===== src/rtl/tfbs_pkg.sv =====
// Shared types and constants for the TFTP block sender.
// Used by every module of the block; no dependencies.
package tfbs_pkg;

  localparam int MaxBlockBytes = 512;

  localparam int CfgIdxW = 2;
  localparam int CfgDataW = 32;
  localparam int InDataW = 72;
  localparam int OutDataW = 32;

  localparam logic [7:0] OpAck = 8'h04;
  localparam logic [7:0] OpErr = 8'h05;

  localparam logic [5:0] RetryLimitRst = 6'd50;
  localparam logic [19:0] TimeoutRst = 20'd100000;
  localparam logic [9:0] HeaderBytes = 10'd4;

  typedef enum logic [1:0] {
    CmdChunk  = 2'd0,
    CmdPacket = 2'd1,
    CmdTick   = 2'd2
  } cmd_e;

  typedef enum logic [1:0] {
    CfgClient  = 2'd0,
    CfgRetry   = 2'd1,
    CfgTimeout = 2'd2
  } cfg_idx_e;

  typedef enum logic [2:0] {
    ActNone    = 3'd0,
    ActSend    = 3'd1,
    ActResend  = 3'd2,
    ActIllegal = 3'd3,
    ActNext    = 3'd4,
    ActDone    = 3'd5,
    ActAbort   = 3'd6
  } act_e;

  typedef struct packed {
    logic [1:0]  command;
    logic [9:0]  chunk_length;
    logic        last_chunk;
    logic [31:0] source_address;
    logic [7:0]  packet_opcode;
    logic [15:0] acked_block;
  } item_t;

  typedef struct packed {
    logic [2:0]  action;
    logic [15:0] data_block;
    logic [9:0]  packet_length;
  } res_t;

  typedef struct packed {
    logic        we;
    logic [1:0]  index;
    logic [31:0] data;
  } cfg_wr_t;

endpackage


===== src/rtl/tfbs_in_stage.sv =====
// Input register of the TFTP block sender.
// Holds one accepted item until the engine takes it; uses tfbs_pkg.
module tfbs_in_stage import tfbs_pkg::*; (
  input  logic  clk_i,
  input  logic  rst_ni,
  input  logic  valid_i,
  output logic  ready_o,
  input  item_t item_i,
  output logic  valid_o,
  input  logic  take_i,
  output item_t item_o
);

  logic  valid_q;
  item_t item_q;

  assign ready_o = !valid_q || take_i;
  assign valid_o = valid_q;
  assign item_o  = item_q;

  always_ff @(posedge clk_i or negedge rst_ni) begin
    if (!rst_ni) begin
      valid_q <= 1'b0;
    end else if (ready_o) begin
      valid_q <= valid_i;
    end
  end

  always_ff @(posedge clk_i) begin
    if (valid_i && ready_o) begin
      item_q <= item_i;
    end
  end

endmodule


===== src/rtl/tfbs_engine.sv =====
// Transfer state, configuration registers and per-item decision logic.
// Produces one result per processed item; uses tfbs_pkg.
module tfbs_engine import tfbs_pkg::*; (
  input  logic    clk_i,
  input  logic    rst_ni,
  input  cfg_wr_t cfg_i,
  input  logic    step_i,
  input  item_t   item_i,
  output res_t    res_o
);

  localparam logic [9:0] MaxLen = 10'(MaxBlockBytes);

  logic [31:0] client_q;
  logic [5:0]  limit_q;
  logic [19:0] timeout_q;

  logic [15:0] block_q, block_d;
  logic [5:0]  retry_q, retry_d;
  logic [19:0] timer_q, timer_d;
  logic        wait_q, wait_d;
  logic [9:0]  len_q, len_d;
  logic        last_q, last_d;

  logic [5:0]  retry_inc;
  logic [19:0] timer_inc;
  logic        limit_hit;
  logic        len_big;
  act_e        act;
  logic [15:0] shown;

  assign retry_inc = retry_q + 6'd1;
  assign timer_inc = timer_q + 20'd1;
  assign limit_hit = retry_inc >= limit_q;
  assign len_big   = 32'(item_i.chunk_length) > 32'(MaxBlockBytes);

  always_comb begin
    block_d = block_q;
    retry_d = retry_q;
    timer_d = timer_q;
    wait_d  = wait_q;
    len_d   = len_q;
    last_d  = last_q;
    act     = ActNone;
    shown   = block_q;
    unique case (item_i.command)
      CmdChunk: begin
        if (!wait_q) begin
          block_d = block_q + 16'd1;
          len_d   = len_big ? MaxLen : item_i.chunk_length;
          last_d  = item_i.last_chunk;
          retry_d = '0;
          timer_d = '0;
          wait_d  = 1'b1;
          act     = ActSend;
          shown   = block_d;
        end
      end
      CmdPacket: begin
        if (wait_q) begin
          if (item_i.source_address != client_q) begin
            timer_d = '0;
          end else if (item_i.packet_opcode != OpAck || item_i.acked_block != block_q) begin
            timer_d = '0;
            if (limit_hit) begin
              block_d = '0;
              retry_d = '0;
              wait_d  = 1'b0;
              act     = ActAbort;
            end else begin
              retry_d = retry_inc;
              act     = (item_i.packet_opcode > OpErr) ? ActIllegal : ActNone;
            end
          end else if (last_q) begin
            block_d = '0;
            retry_d = '0;
            timer_d = '0;
            wait_d  = 1'b0;
            act     = ActDone;
          end else begin
            retry_d = '0;
            timer_d = '0;
            wait_d  = 1'b0;
            act     = ActNext;
          end
        end
      end
      CmdTick: begin
        if (wait_q) begin
          if (timer_inc >= timeout_q) begin
            timer_d = '0;
            if (limit_hit) begin
              block_d = '0;
              retry_d = '0;
              wait_d  = 1'b0;
              act     = ActAbort;
            end else begin
              retry_d = retry_inc;
              act     = ActResend;
            end
          end else begin
            timer_d = timer_inc;
          end
        end
      end
      default: ;
    endcase
  end

  always_comb begin
    res_o.action        = act;
    res_o.data_block    = shown;
    res_o.packet_length = (act == ActSend || act == ActResend) ? len_d + HeaderBytes : '0;
  end

  always_ff @(posedge clk_i or negedge rst_ni) begin
    if (!rst_ni) begin
      client_q  <= '0;
      limit_q   <= RetryLimitRst;
      timeout_q <= TimeoutRst;
    end else if (cfg_i.we) begin
      unique case (cfg_i.index)
        CfgClient:  client_q  <= cfg_i.data;
        CfgRetry:   limit_q   <= cfg_i.data[5:0];
        CfgTimeout: timeout_q <= cfg_i.data[19:0];
        default: ;
      endcase
    end
  end

  always_ff @(posedge clk_i or negedge rst_ni) begin
    if (!rst_ni) begin
      block_q <= '0;
      retry_q <= '0;
      timer_q <= '0;
      wait_q  <= 1'b0;
      len_q   <= '0;
      last_q  <= 1'b0;
    end else if (step_i) begin
      block_q <= block_d;
      retry_q <= retry_d;
      timer_q <= timer_d;
      wait_q  <= wait_d;
      len_q   <= len_d;
      last_q  <= last_d;
    end
  end

endmodule


===== src/rtl/tfbs_out_stage.sv =====
// Result register of the TFTP block sender.
// Holds one result until the downstream side takes it; uses tfbs_pkg.
module tfbs_out_stage import tfbs_pkg::*; (
  input  logic clk_i,
  input  logic rst_ni,
  input  logic load_i,
  output logic ready_o,
  input  res_t res_i,
  output logic valid_o,
  input  logic take_i,
  output res_t res_o
);

  logic valid_q;
  res_t res_q;

  assign ready_o = !valid_q || take_i;
  assign valid_o = valid_q;
  assign res_o   = res_q;

  always_ff @(posedge clk_i or negedge rst_ni) begin
    if (!rst_ni) begin
      valid_q <= 1'b0;
    end else if (load_i) begin
      valid_q <= 1'b1;
    end else if (take_i) begin
      valid_q <= 1'b0;
    end
  end

  always_ff @(posedge clk_i) begin
    if (load_i) begin
      res_q <= res_i;
    end
  end

endmodule


===== src/rtl/tftp_block_sender.sv =====
// Sending side of a TFTP read transfer: numbers data blocks, times out and
// resends, checks acknowledgements. One item is accepted per clock cycle while
// the result register is not stalled; an item is held in the input register
// and is decided against the transfer state on its way into the result
// register. A stalled result register holds back at most one item.
// Uses tfbs_pkg, tfbs_in_stage, tfbs_engine and tfbs_out_stage.
module tftp_block_sender import tfbs_pkg::*; (
  input  logic                clk_i,
  input  logic                rst_ni,
  input  logic                cfg_we_i,
  input  logic [CfgIdxW-1:0]  cfg_index_i,
  input  logic [CfgDataW-1:0] cfg_data_i,
  input  logic                s_axis_tvalid_i,
  output logic                s_axis_tready_o,
  // chunk_length[9:0], source_address[41:10], packet_opcode[49:42],
  // acked_block[65:50], zero fill
  input  logic [InDataW-1:0]  s_axis_tdata_i,
  input  logic                s_axis_tlast_i, // last_chunk
  input  logic [1:0]          s_axis_tuser_i, // command
  output logic                m_axis_tvalid_o,
  input  logic                m_axis_tready_i,
  // data_block[15:0], packet_length[25:16], zero fill
  output logic [OutDataW-1:0] m_axis_tdata_o,
  output logic [2:0]          m_axis_tuser_o  // action
);

  item_t   in_item, cur_item;
  res_t    res_d, res_q;
  cfg_wr_t cfg;
  logic    cur_valid, out_ready, step;

  assign in_item.command        = s_axis_tuser_i;
  assign in_item.chunk_length   = s_axis_tdata_i[9:0];
  assign in_item.last_chunk     = s_axis_tlast_i;
  assign in_item.source_address = s_axis_tdata_i[41:10];
  assign in_item.packet_opcode  = s_axis_tdata_i[49:42];
  assign in_item.acked_block    = s_axis_tdata_i[65:50];

  assign cfg.we    = cfg_we_i;
  assign cfg.index = cfg_index_i;
  assign cfg.data  = cfg_data_i;

  assign step = cur_valid && out_ready;

  tfbs_in_stage u_in (
    .clk_i   (clk_i),
    .rst_ni  (rst_ni),
    .valid_i (s_axis_tvalid_i),
    .ready_o (s_axis_tready_o),
    .item_i  (in_item),
    .valid_o (cur_valid),
    .take_i  (step),
    .item_o  (cur_item)
  );

  tfbs_engine u_eng (
    .clk_i  (clk_i),
    .rst_ni (rst_ni),
    .cfg_i  (cfg),
    .step_i (step),
    .item_i (cur_item),
    .res_o  (res_d)
  );

  tfbs_out_stage u_out (
    .clk_i   (clk_i),
    .rst_ni  (rst_ni),
    .load_i  (step),
    .ready_o (out_ready),
    .res_i   (res_d),
    .valid_o (m_axis_tvalid_o),
    .take_i  (m_axis_tready_i),
    .res_o   (res_q)
  );

  assign m_axis_tdata_o = {6'd0, res_q.packet_length, res_q.data_block};
  assign m_axis_tuser_o = res_q.action;

endmodule


===== config.mk =====
export PLATFORM = sky130hd
export DESIGN_NAME = tftp_block_sender
export DESIGN_NICKNAME = d
export VERILOG_FILES = /design/src/rtl/tfbs_pkg.sv /design/src/rtl/tfbs_in_stage.sv /design/src/rtl/tfbs_engine.sv /design/src/rtl/tfbs_out_stage.sv /design/src/rtl/tftp_block_sender.sv
export SDC_FILE = /design/constraint.sdc
export NUM_CORES = 1
export LEC_CHECK = 0
export ABC_AREA = 1
export ABC_CLOCK_PERIOD_IN_PS = 4300
export BUFFER_PORTS_ARGS = -buffer_cell sky130_fd_sc_hd__buf_2
export CORE_UTILIZATION = 58
export DETAILED_ROUTE_END_ITERATION = 7
export PLACE_DENSITY_LB_ADDON = 0.2
export SYNTH_ARGS = -nofsm -noshare
export SYNTH_HDL_FRONTEND = slang
export SYNTH_SLANG_ARGS = --single-unit

===== constraint.sdc =====
create_clock -name clk_i -period 4.3 [get_ports clk_i]
set_input_delay 0.43 -clock clk_i [delete_from_list [all_inputs] [get_ports clk_i]]
set_output_delay 0.43 -clock clk_i [all_outputs]
set_load 0.05 [all_outputs]

---- Yosys cells after proc, flatten, opt, wreduce, memory -nomap -nowiden ----
Cells that the tools add are included.
storage, ports and cells
  bits in registers ....................... 212
  bits of input ports ..................... 114
  output and inout port bits .............. 37
cells by class
  add/sub/neg operators ................... 4
  $lt $le $gt $ge ......................... 4
  equality and inequality tests ........... 15
  multiplexer cells ....................... 46
  bitwise operators ....................... 1
  reduce and logical (&&, ||, !) cells .... 20
operators with widths
  operator                                               count
  two-way mux 16 bit                                     9
  two-way mux 20 bit                                     4
  one-hot mux 20 bit (3 select lines)                    1
  one-hot mux 16 bit (3 select lines)                    1
  two-way mux 6 bit                                      7
  inequality test 32 bit                                 1
  two-way mux 10 bit                                     3
  two-way mux 3 bit                                      7
  adder 20 x 1 -> 20 bit, second input constant          1
  >= comparator 20 bit                                   1
  one-hot mux 6 bit (3 select lines)                     1
  adder 16 x 1 -> 16 bit, second input constant          1
  inequality test 16 bit                                 1
  AND reduction 7 bit                                    2
  adder 10 x 3 -> 10 bit, second input constant          1
  > comparator 10 bit, second input constant             1
  two-way mux 1 bit                                      10
  one-hot mux 3 bit (3 select lines)                     1
  > comparator 8 x 3 -> 1 bit, second input constant     1
  inequality test 8 x 3 -> 1 bit, second input constant  1
  AND reduction 2 bit                                    4
  adder 6 x 1 -> 6 bit, second input constant            1
  >= comparator 6 bit                                    1
  inequality test 2 x 1 -> 1 bit, second input constant  3
  17 further kinds                                       26

---- Logic depth before layout (Yosys ltp) ----
Gate-level depths: netlist of run 1.
  depth after elaboration ................. 9
  gate-level depth with buffers ........... 23
  depth with buffers taken out ............ 22

---- By module ----
A second synthesis of run 1 with hierarchy kept.
second synthesis, totals
  cells, all modules ...................... 1239
  area, all modules ....................... 11005.6 um2
by module, submodules not included
  module             times used  cells an instance  area each (um2)  sequential area each (um2)
  tfbs_engine        1           1121               7916.3           2813.9
  tfbs_in_stage      1           75                 2117.0           2097.0
  tfbs_out_stage     1           34                 915.9            895.9
  tftp_block_sender  1           9                  56.3             0.0

---- Least setup slack after synthesis of run 1 ----
No wires, ideal clock.
  kind .................................... register -> register
  start point ............................. register u_eng.timer_q[0]
  end point ............................... register u_eng.block_q[13]
  data arrival time ....................... 3069 ps
  slack ................................... 1108 ps
  stages on the path, launching flop included .. 23
  clock period less this slack ............ 3192 ps
  cells stage by stage .................... dfrtp_1 > ha_1 > nand2_1 > nor2_1 > nand4_1 > nor3_2 > nand3_1 > nor2_1 > nand3_1 > xor2_1 > ha_1 > nand2_1 > nor2_1 > nand2_1 > nor2_1 > nand2_1 > nand4_1 > inv_1 > nand2_2 > nand4_4 > buf_6 > o21ai_0 > nand2_1
on the way
  cells in the longest elaborated chain, start to end .. 4
ends and longest elaborated chain
  item                                      RTL line            RTL
  start, declared                           tfbs_engine.sv:20   logic [19:0] timer_q, timer_d;
  start signal, assigned                    tfbs_engine.sv:142  timer_q <= timer_d;
  adder 20 x 1 -> 20 bit                    tfbs_engine.sv:33   assign timer_inc = timer_q + 20'd1;
  >= comparator 20 bit                      tfbs_engine.sv:90   if (timer_inc >= timeout_q) begin
  inequality test 2 x 1 -> 1 bit (no line)  -
  AND reduction 7 bit (no line)             -
  end signal, assigned                      tfbs_engine.sv:140  block_q <= block_d;
  end, declared                             tfbs_engine.sv:18   logic [15:0] block_q, block_d;
No other way between the ends.
A chain may end at the register's enable or synchronous reset.

---- Worst setup path after layout of run 1 ----
  start point ............................. register u_eng.timer_q[0]
  end point ............................... register u_eng.block_q[14]
Same word-level chain as after synthesis.

==> flow_summary.yaml, run 1 <==
route:
  firstDrtPassIters: 8
  drtIter0Drc: 496
  drc: 0
  vias_per_cell: 5.08
  ant_nets: 0
  routedWlPerCell_um: 13.4
  wl_um: 20700
  vias: 7843
sta:
  finalCritPeriodShare: 0.895
  fmax_mhz: 260
  min_period_ps: 3850
  rsz0062_at_grt: "false"
  drv_slew: 0
  max-slew-margin-rel: 0.231
  hold_viol: 0
  worst_slew_pin_slew_ps: 1150
  clock_skew_ps: 9.99
  holdWs_ps: 93.3
  final-setup-viol-count: 0
  setup_tns_ps: 0
die:
  ios: 151
  core_um2: 18000
  rows: 49
  dieArea_um2: 18900
  die_w_um: 137
  die_y_um: 137
  start_util: 0.592
pwr:
  leakagePower_uw: 0.00587
  p_per_area_nw_per_um2: 441
  peakVddDrop_mv: 0.433
layout:
  stdcell_area_um2: 12300
  nNetsFinal: 1444
  drive_gt1_frac: 0.186
  syn2layout_area_growth_pct: 15.2
global_routing:
  antenna_found_initial: 1
  grt-ovfl-total: 0
  first_global_vias: 7455
  grt_max_degree: 61
  grt_pass1_wl_um: 34200
  globalRouteTotalUtil: 0.230
synthesis:
  synth-edff-count: 98
  synth-main-ff-cell: "dfrtp_1"
  synth_area_um2: 10600
  synthCells: 1158
  yosys-top-cells-area: "edfxtp_1 28%, dfrtp_1 25%, nand2_1 11%"
  yosys_warnings: 0
  ys_types: 51
  synth_largest_area_cell: "edfxtp_1"
  async_flop_share: 0.538
  avgSynthCellArea_um2: 9.19
  ys_ff_latch: 212
  synth_seq_area_share: 0.546
  yosysTopAreaCellShare: 0.277
min_path:
  holdCritPathClass: "in -> reg"
clock_network:
  ctsHtreeMaxLevel: 1
  cts_buffers: 23
  insertion_delay_ps: 510
  hold_buffers: 1
  cts.repair.resized: 0
  cts_setup_buffers: 0
  ctsRootBufferMaster: "clkbuf_16"
  cts.sinks: 212
  cts_tree: "done"
  cts_max_path_buffers: 3
  cts.clk_slew.worst_paths_ps: 60
worst_setup_path:
  worst_ep_required_time_ps: 4740
  arrival_ps: 4290
  critPathMaxFanout: 18
  cp-start-kind: "flop"
  worstSetupEndpointType: "flop"
  setup.worst_path.class: "reg -> reg"
run:
  drv_cap: 0
placed_design:
  dpl.hpwl_um: 14500
  place_area_um2: 11500
  place_congestion: 0.845
  io_buffer_count: 138
status:
  outcome: "finished clean"
-- where the power goes --
group	internal, uW	leakage, uW	switching (uW)	total, uW
clock network	1200	0.000372	784	1980
registers	2380	0.00239	123	2500
logic	308	0.00311	607	915
total	3890	0.00587	1510	5400
-- layer usage --
metal / GRT usage / wire (um) / up-vias
met5: 0 / 0 / -
met4: 0.0726 / 511 / 0
met3: 0.0291 / 921 / 44
met2: 0.399 / 10100 / 224
met1: 0.298 / 9140 / 3570
li1: - / - / 4005
-- per-stage QoR --
stage	total power [uW]	std cells	util	setup slack, ps
5_1_grt	5670	1543	0.682	18.1
6_report	5400	1543	0.682	451
2_1_floorplan	3200	1163	-	1110
3_3_place_gp	3420	1499	0.639	515
4_1_cts	5460	1542	0.682	383
3_5_place_dp	3460	1499	0.639	421
-- state kept, by name (all words and copies together), names as in the netlist --
register / count
u_in.item_o: 69
u_in.valid_o: 1
u_out.res_o: 29
u_eng.len_q: 10
u_eng.timeout_q: 20
u_eng.client_q: 32
u_eng.timer_q: 20
u_eng.block_q: 16
u_eng.wait_q: 1
u_out.valid_o: 1
u_eng.retry_q: 6
u_eng.limit_q: 6
u_eng.last_q: 1
-- Yosys cell counts (2+ instances only) --
master and instances:
nand2_1 310, nor3_2 2, nand3_1 45, clkbuf_2 2, nand4_1 15, clkbuf_1 18
dfstp_2 9, o31ai_1 2, xnor2_1 30, o21ai_1 13, a21boi_0 2, nor4_1 2
nor3_1 7, o21ai_0 101, nand3_2 4, nor3b_1 3, xor2_1 29, inv_1 161
nand3b_1 6, buf_4 7, a21oi_1 14, nor2_2 10, mux2_2 9, nand2_2 4
buf_6 4, dfrtp_1 105, inv_2 12, o22ai_1 13, ha_1 34, buf_2 4
nor2_4 3, edfxtp_1 98, nor2_1 62
-- critical path, stage by stage, from the launching register on --
cell     delay (ps)
dfrtp_1         410
ha_1            200
nand2_1          80
nor2_1          150
nand4_1         160
nor3_2          210
nand3_1         140
nor2_1          170
nand3_1         110
xor2_1          180
ha_1            280
nand2_1          50
nor2_1          200
nand2_1         100
nor2_1          120
nand2_1          60
nand4_1         210
inv_1            80
nand2_2         130
nand4_4         250
inv_4           270
nand3_1         110
nand2_1         100
-- final timing paths --
| kind | slack (ps) | cells after the start | to | from |
|---|---|---|---|---|
| hold reg to reg | 460 | 2 | u_eng.last_q | u_in.item_o[56] |
| setup / recovery | 450 | 22 | u_eng.block_q[14] | u_eng.timer_q[0] |
| hold / removal | 90 | 1 | u_in.item_o[68] | s_axis_tuser_i[1] |
| setup reg to reg | 450 | 22 | u_eng.block_q[14] | u_eng.timer_q[0] |
| min in group asynchronous | 520 | 2 | u_eng.client_q[18] | rst_ni |
| max in group asynchronous | 2860 | 3 | u_eng.retry_q[1] | rst_ni |
-- logic make-up (layout without fill, tap and decap cells) --
kind of cell | Yosys count | count (layout) | share of synthesized area
XOR/XNOR | 59 | 59 | 0.0486
other | 1 | 7 | 0.000352
AND/OR/NAND/NOR | 480 | 480 | 0.198
AO/OA/AOI/OAI | 153 | 153 | 0.0777
buffers and inverters | 210 | 360 | 0.0804
multiplexers | 9 | 9 | 0.00952
flip-flops | 212 | 212 | 0.546
adder cells (fa/ha/maj) | 34 | 34 | 0.0400
-- layout by cell type, fill, tap and decap left out, types with 30 or more instances in the layout --
cell type,count
o21ai_0,101
nand3_1,44
edfxtp_1,98
xnor2_1,30
dfrtp_1,105
ha_1,34
inv_1,160
nor2_1,62
buf_2,137
nand2_1,310
-- area by class of cell --
class,instances,area (um2)
inverters,175,661
repair buffers,143,733
flip-flops and latches,212,5810
diodes,1,2.50
multi-input cells,741,4000
fillers,1468,5710
clock inverters,13,146
well taps,229,287
clock buffers,29,618
Power figures use the tool's default switching activity.
==> run 2, diff against run 1 <==
--- a/config.mk
+++ b/config.mk
@@ -7,9 +7,9 @@
 export LEC_CHECK = 0
 export ABC_AREA = 1
 export ABC_CLOCK_PERIOD_IN_PS = 4300
-export BUFFER_PORTS_ARGS = -buffer_cell sky130_fd_sc_hd__buf_2
-export CORE_UTILIZATION = 58
+export CORE_UTILIZATION = 45
 export DETAILED_ROUTE_END_ITERATION = 7
+export DONT_BUFFER_PORTS = 1
 export PLACE_DENSITY_LB_ADDON = 0.2
 export SYNTH_ARGS = -nofsm -noshare
 export SYNTH_HDL_FRONTEND = slang
==> flow_summary.yaml, run 2 (same netlist as run 1, synthesis figures left out) <==
status:
  outcome: "finished clean"
route:
  vias: 7458
  drc: 0
  wl_um: 20700
  firstDrtPassIters: 5
  ant_nets: 0
  drtIter0Drc: 399
  routedWlPerCell_um: 13.3
  vias_per_cell: 4.77
sta:
  fmax_mhz: 266
  min_period_ps: 3760
  setup_ws_ps: 538
  worst_slew_pin_slew_ps: 1010
  hold_viol: 0
  setup_tns_ps: 0
  clock_skew_ps: 16.1
  finalCritPeriodShare: 0.875
  rsz0062_at_grt: "false"
  final-setup-viol-count: 0
  drv_slew: 0
  max-slew-margin-rel: 0.325
clock_network:
  cts_buffers: 24
  ctsRootBufferMaster: "clkbuf_16"
  ctsHtreeMaxLevel: 1
  insertion_delay_ps: 520
  cts_tree: "done"
  cts.clk_slew.worst_paths_ps: 60
  cts.sinks: 212
  cts_max_path_buffers: 3
layout:
  syn2layout_area_growth_pct: 16.4
  nNetsFinal: 1380
  seqCellArea_um2: 5810
  layout_common_cells: "310 x nand2_1, 160 x inv_1, 105 x dfrtp_1, 101 x o21ai_0, 98 x edfxtp_1"
  multi_input_area_um2: 4010
  post-route-util: 0.541
  diodes: 0
  drive_gt1_frac: 0.0856
  fill_cells: 2100
  final_common_cell: "nand2_1"
  largest_reg_flops: 69
die:
  start_util: 0.464
  dieArea_um2: 24300
  die_y_um: 156
  core_um2: 22900
  rows: 55
  die_w_um: 156
  ios: 151
worst_setup_path:
  cp-startpoint: "u_eng.timer_q[0]"
  cp-start-kind: "flop"
  worst-path-buf-inv: 0
  worst_ep_required_time_ps: 4540
  cp-endpoint: "u_out.res_o[2]"
  r2r_end: "u_out.res_o[2]"
  cp_num_cells: 21
  setup.worst_path.class: "reg -> reg"
  cp_slowest_cell: "dfrtp_1"
  crit_chain: "ha_1, nand2_1, nor2_1, nand4_1, nor3_2, nand3_1, nor2_1, nand3_1, xor2_1, ha_1, nand2_1, nor2_1, nand2_1, nor2_1, nand2_1, nand4_1, nand2_1, o21ai_0, nand3_1, nand3_4, nor2_1"
  worstSetupEndpointType: "flop"
  crit_family: "simple AND/OR/NAND/NOR gates"
  critPathMaxFanout: 10
  max_stage_delay_ps: 410
  arrival_ps: 4010
  rr_worst_depth: 21
  r2r-start: "u_eng.timer_q[0]"
  reg2reg_slack_ps: 540
global_routing:
  globalRouteTotalUtil: 0.178
  antenna_found_initial: 0
  grt_pass1_wl_um: 34700
  grt_max_degree: 115
  first_global_vias: 7194
  grt-ovfl-total: 0
pwr:
  intPower_uw: 3780
  leakagePower_uw: 0.00562
  swShare: 0.283
  peakVddDrop_mv: 0.326
  pwr-share-comb: 0.147
  p_per_area_nw_per_um2: 425
  p_switching_uw: 1490
  p_seq_frac: 0.500
  clkPwrFrac: 0.354
min_path:
  holdCritPathClass: "in -> reg"
placed_design:
  post-place-ws_ps: 349
  place_congestion: 0.812
  dpl.hpwl_um: 14300
  io_buffer_count: 0
run:
  drv_cap: 0
==> run 2: changes by cell type in the layout (fill, tap and decap cells not counted), moves of 2 or more <==
| cell | before | now |
|---|---|---|
| bufinv_16 | 3 | 0 |
| clkinvlp_4 | 2 | 0 |
| clkbuf_1 | 4 | 11 |
| dlygate4sd3_1 | 1 | 70 |
| buf_2 | 137 | 0 |
| clkinv_2 | 6 | 4 |
==> run 2: stage by stage <==
stage | hold WS [ps] | power, uW | std cells | instance area [um2]
final | 46.9 | 5270 | 1563 | 12400
after global routing | 33.3 | 5560 | 1563 | 12400
after CTS | 23.9 | 5340 | 1560 | 12300
after detailed placement | 137 | 3360 | 1445 | 10900
after global placement | 137 | 3340 | 1445 | 10900
after floorplan | 134 | 3200 | 1163 | 10700
==> run 2: power groups by stage <==
| stage | Sequential (uW) | Clock (uW) | Combinational [uW] |
|---|---|---|---|
| 2_1_floorplan | 2640 | 0 | 563 |
| 3_3_place_gp | 2670 | 0 | 680 |
| 5_1_grt | 2660 | 2000 | 898 |
| 6_report | 2630 | 1860 | 773 |
| 3_5_place_dp | 2670 | 0 | 695 |
| 4_1_cts | 2630 | 1930 | 777 |
==> run 2: worst min-delay path by stage <==
| stage | to | start | cells past startpoint | slack [ps] |
|---|---|---|---|---|
| finish | u_eng.timeout_q[10] | cfg_data_i[10] | 2 | 50 |
| global route | u_eng.client_q[20] | cfg_data_i[20] | 1 | 30 |
| CTS | u_eng.timeout_q[10] | cfg_data_i[10] | 2 | 20 |
| detailed placement | u_eng.client_q[19] | rst_ni | 0 | 140 |
| global placement | u_eng.client_q[16] | rst_ni | 0 | 140 |
| floorplan | u_eng.block_q[0] | rst_ni | 0 | 130 |
==> run 2: area by class of cell <==
type	count	area share
repair buffers	78	0.0640
well taps	313	0.0316
flip-flops and latches	212	0.469
multi-input cells	741	0.324
clock buffers	38	0.0552
clock inverters	6	0.00333
inverters	175	0.0535
==> run 2: worst register-to-register path, cell delays in order, from the launching register on <==
cell     delay (ps)
dfrtp_1         410
ha_1            210
nand2_1          80
nor2_1          150
nand4_1         150
nor3_2          220
nand3_1         160
nor2_1          180
nand3_1         100
xor2_1          170
ha_1            280
nand2_1          50
nor2_1          210
nand2_1         110
nor2_1          110
nand2_1          60
nand4_1         200
nand2_1          80
o21ai_0         150
nand3_1         180
nand3_4         180
nor2_1           60
==> run 2: timing repair <==
item,4_1_cts,5_1_grt
setup endpoints to repair,0,16
hold buffers,71,0
gates resized for setup,0,2
endpoints found under the hold margin,183,0
buffers inserted,0,3
==> run 2: routing by layer <==
layer / global-route usage / part of all wire / vias to the layer above / wire length [um]
li1: - / - / 3876 / -
met1: 0.243 / 0.48 / 3380 / 9870
met2: 0.299 / 0.47 / 172 / 9720
met3: 0.0267 / 0.036 / 30 / 755
met4: 0.0425 / 0.019 / 0 / 394
met5: 0 / 0 / - / 0
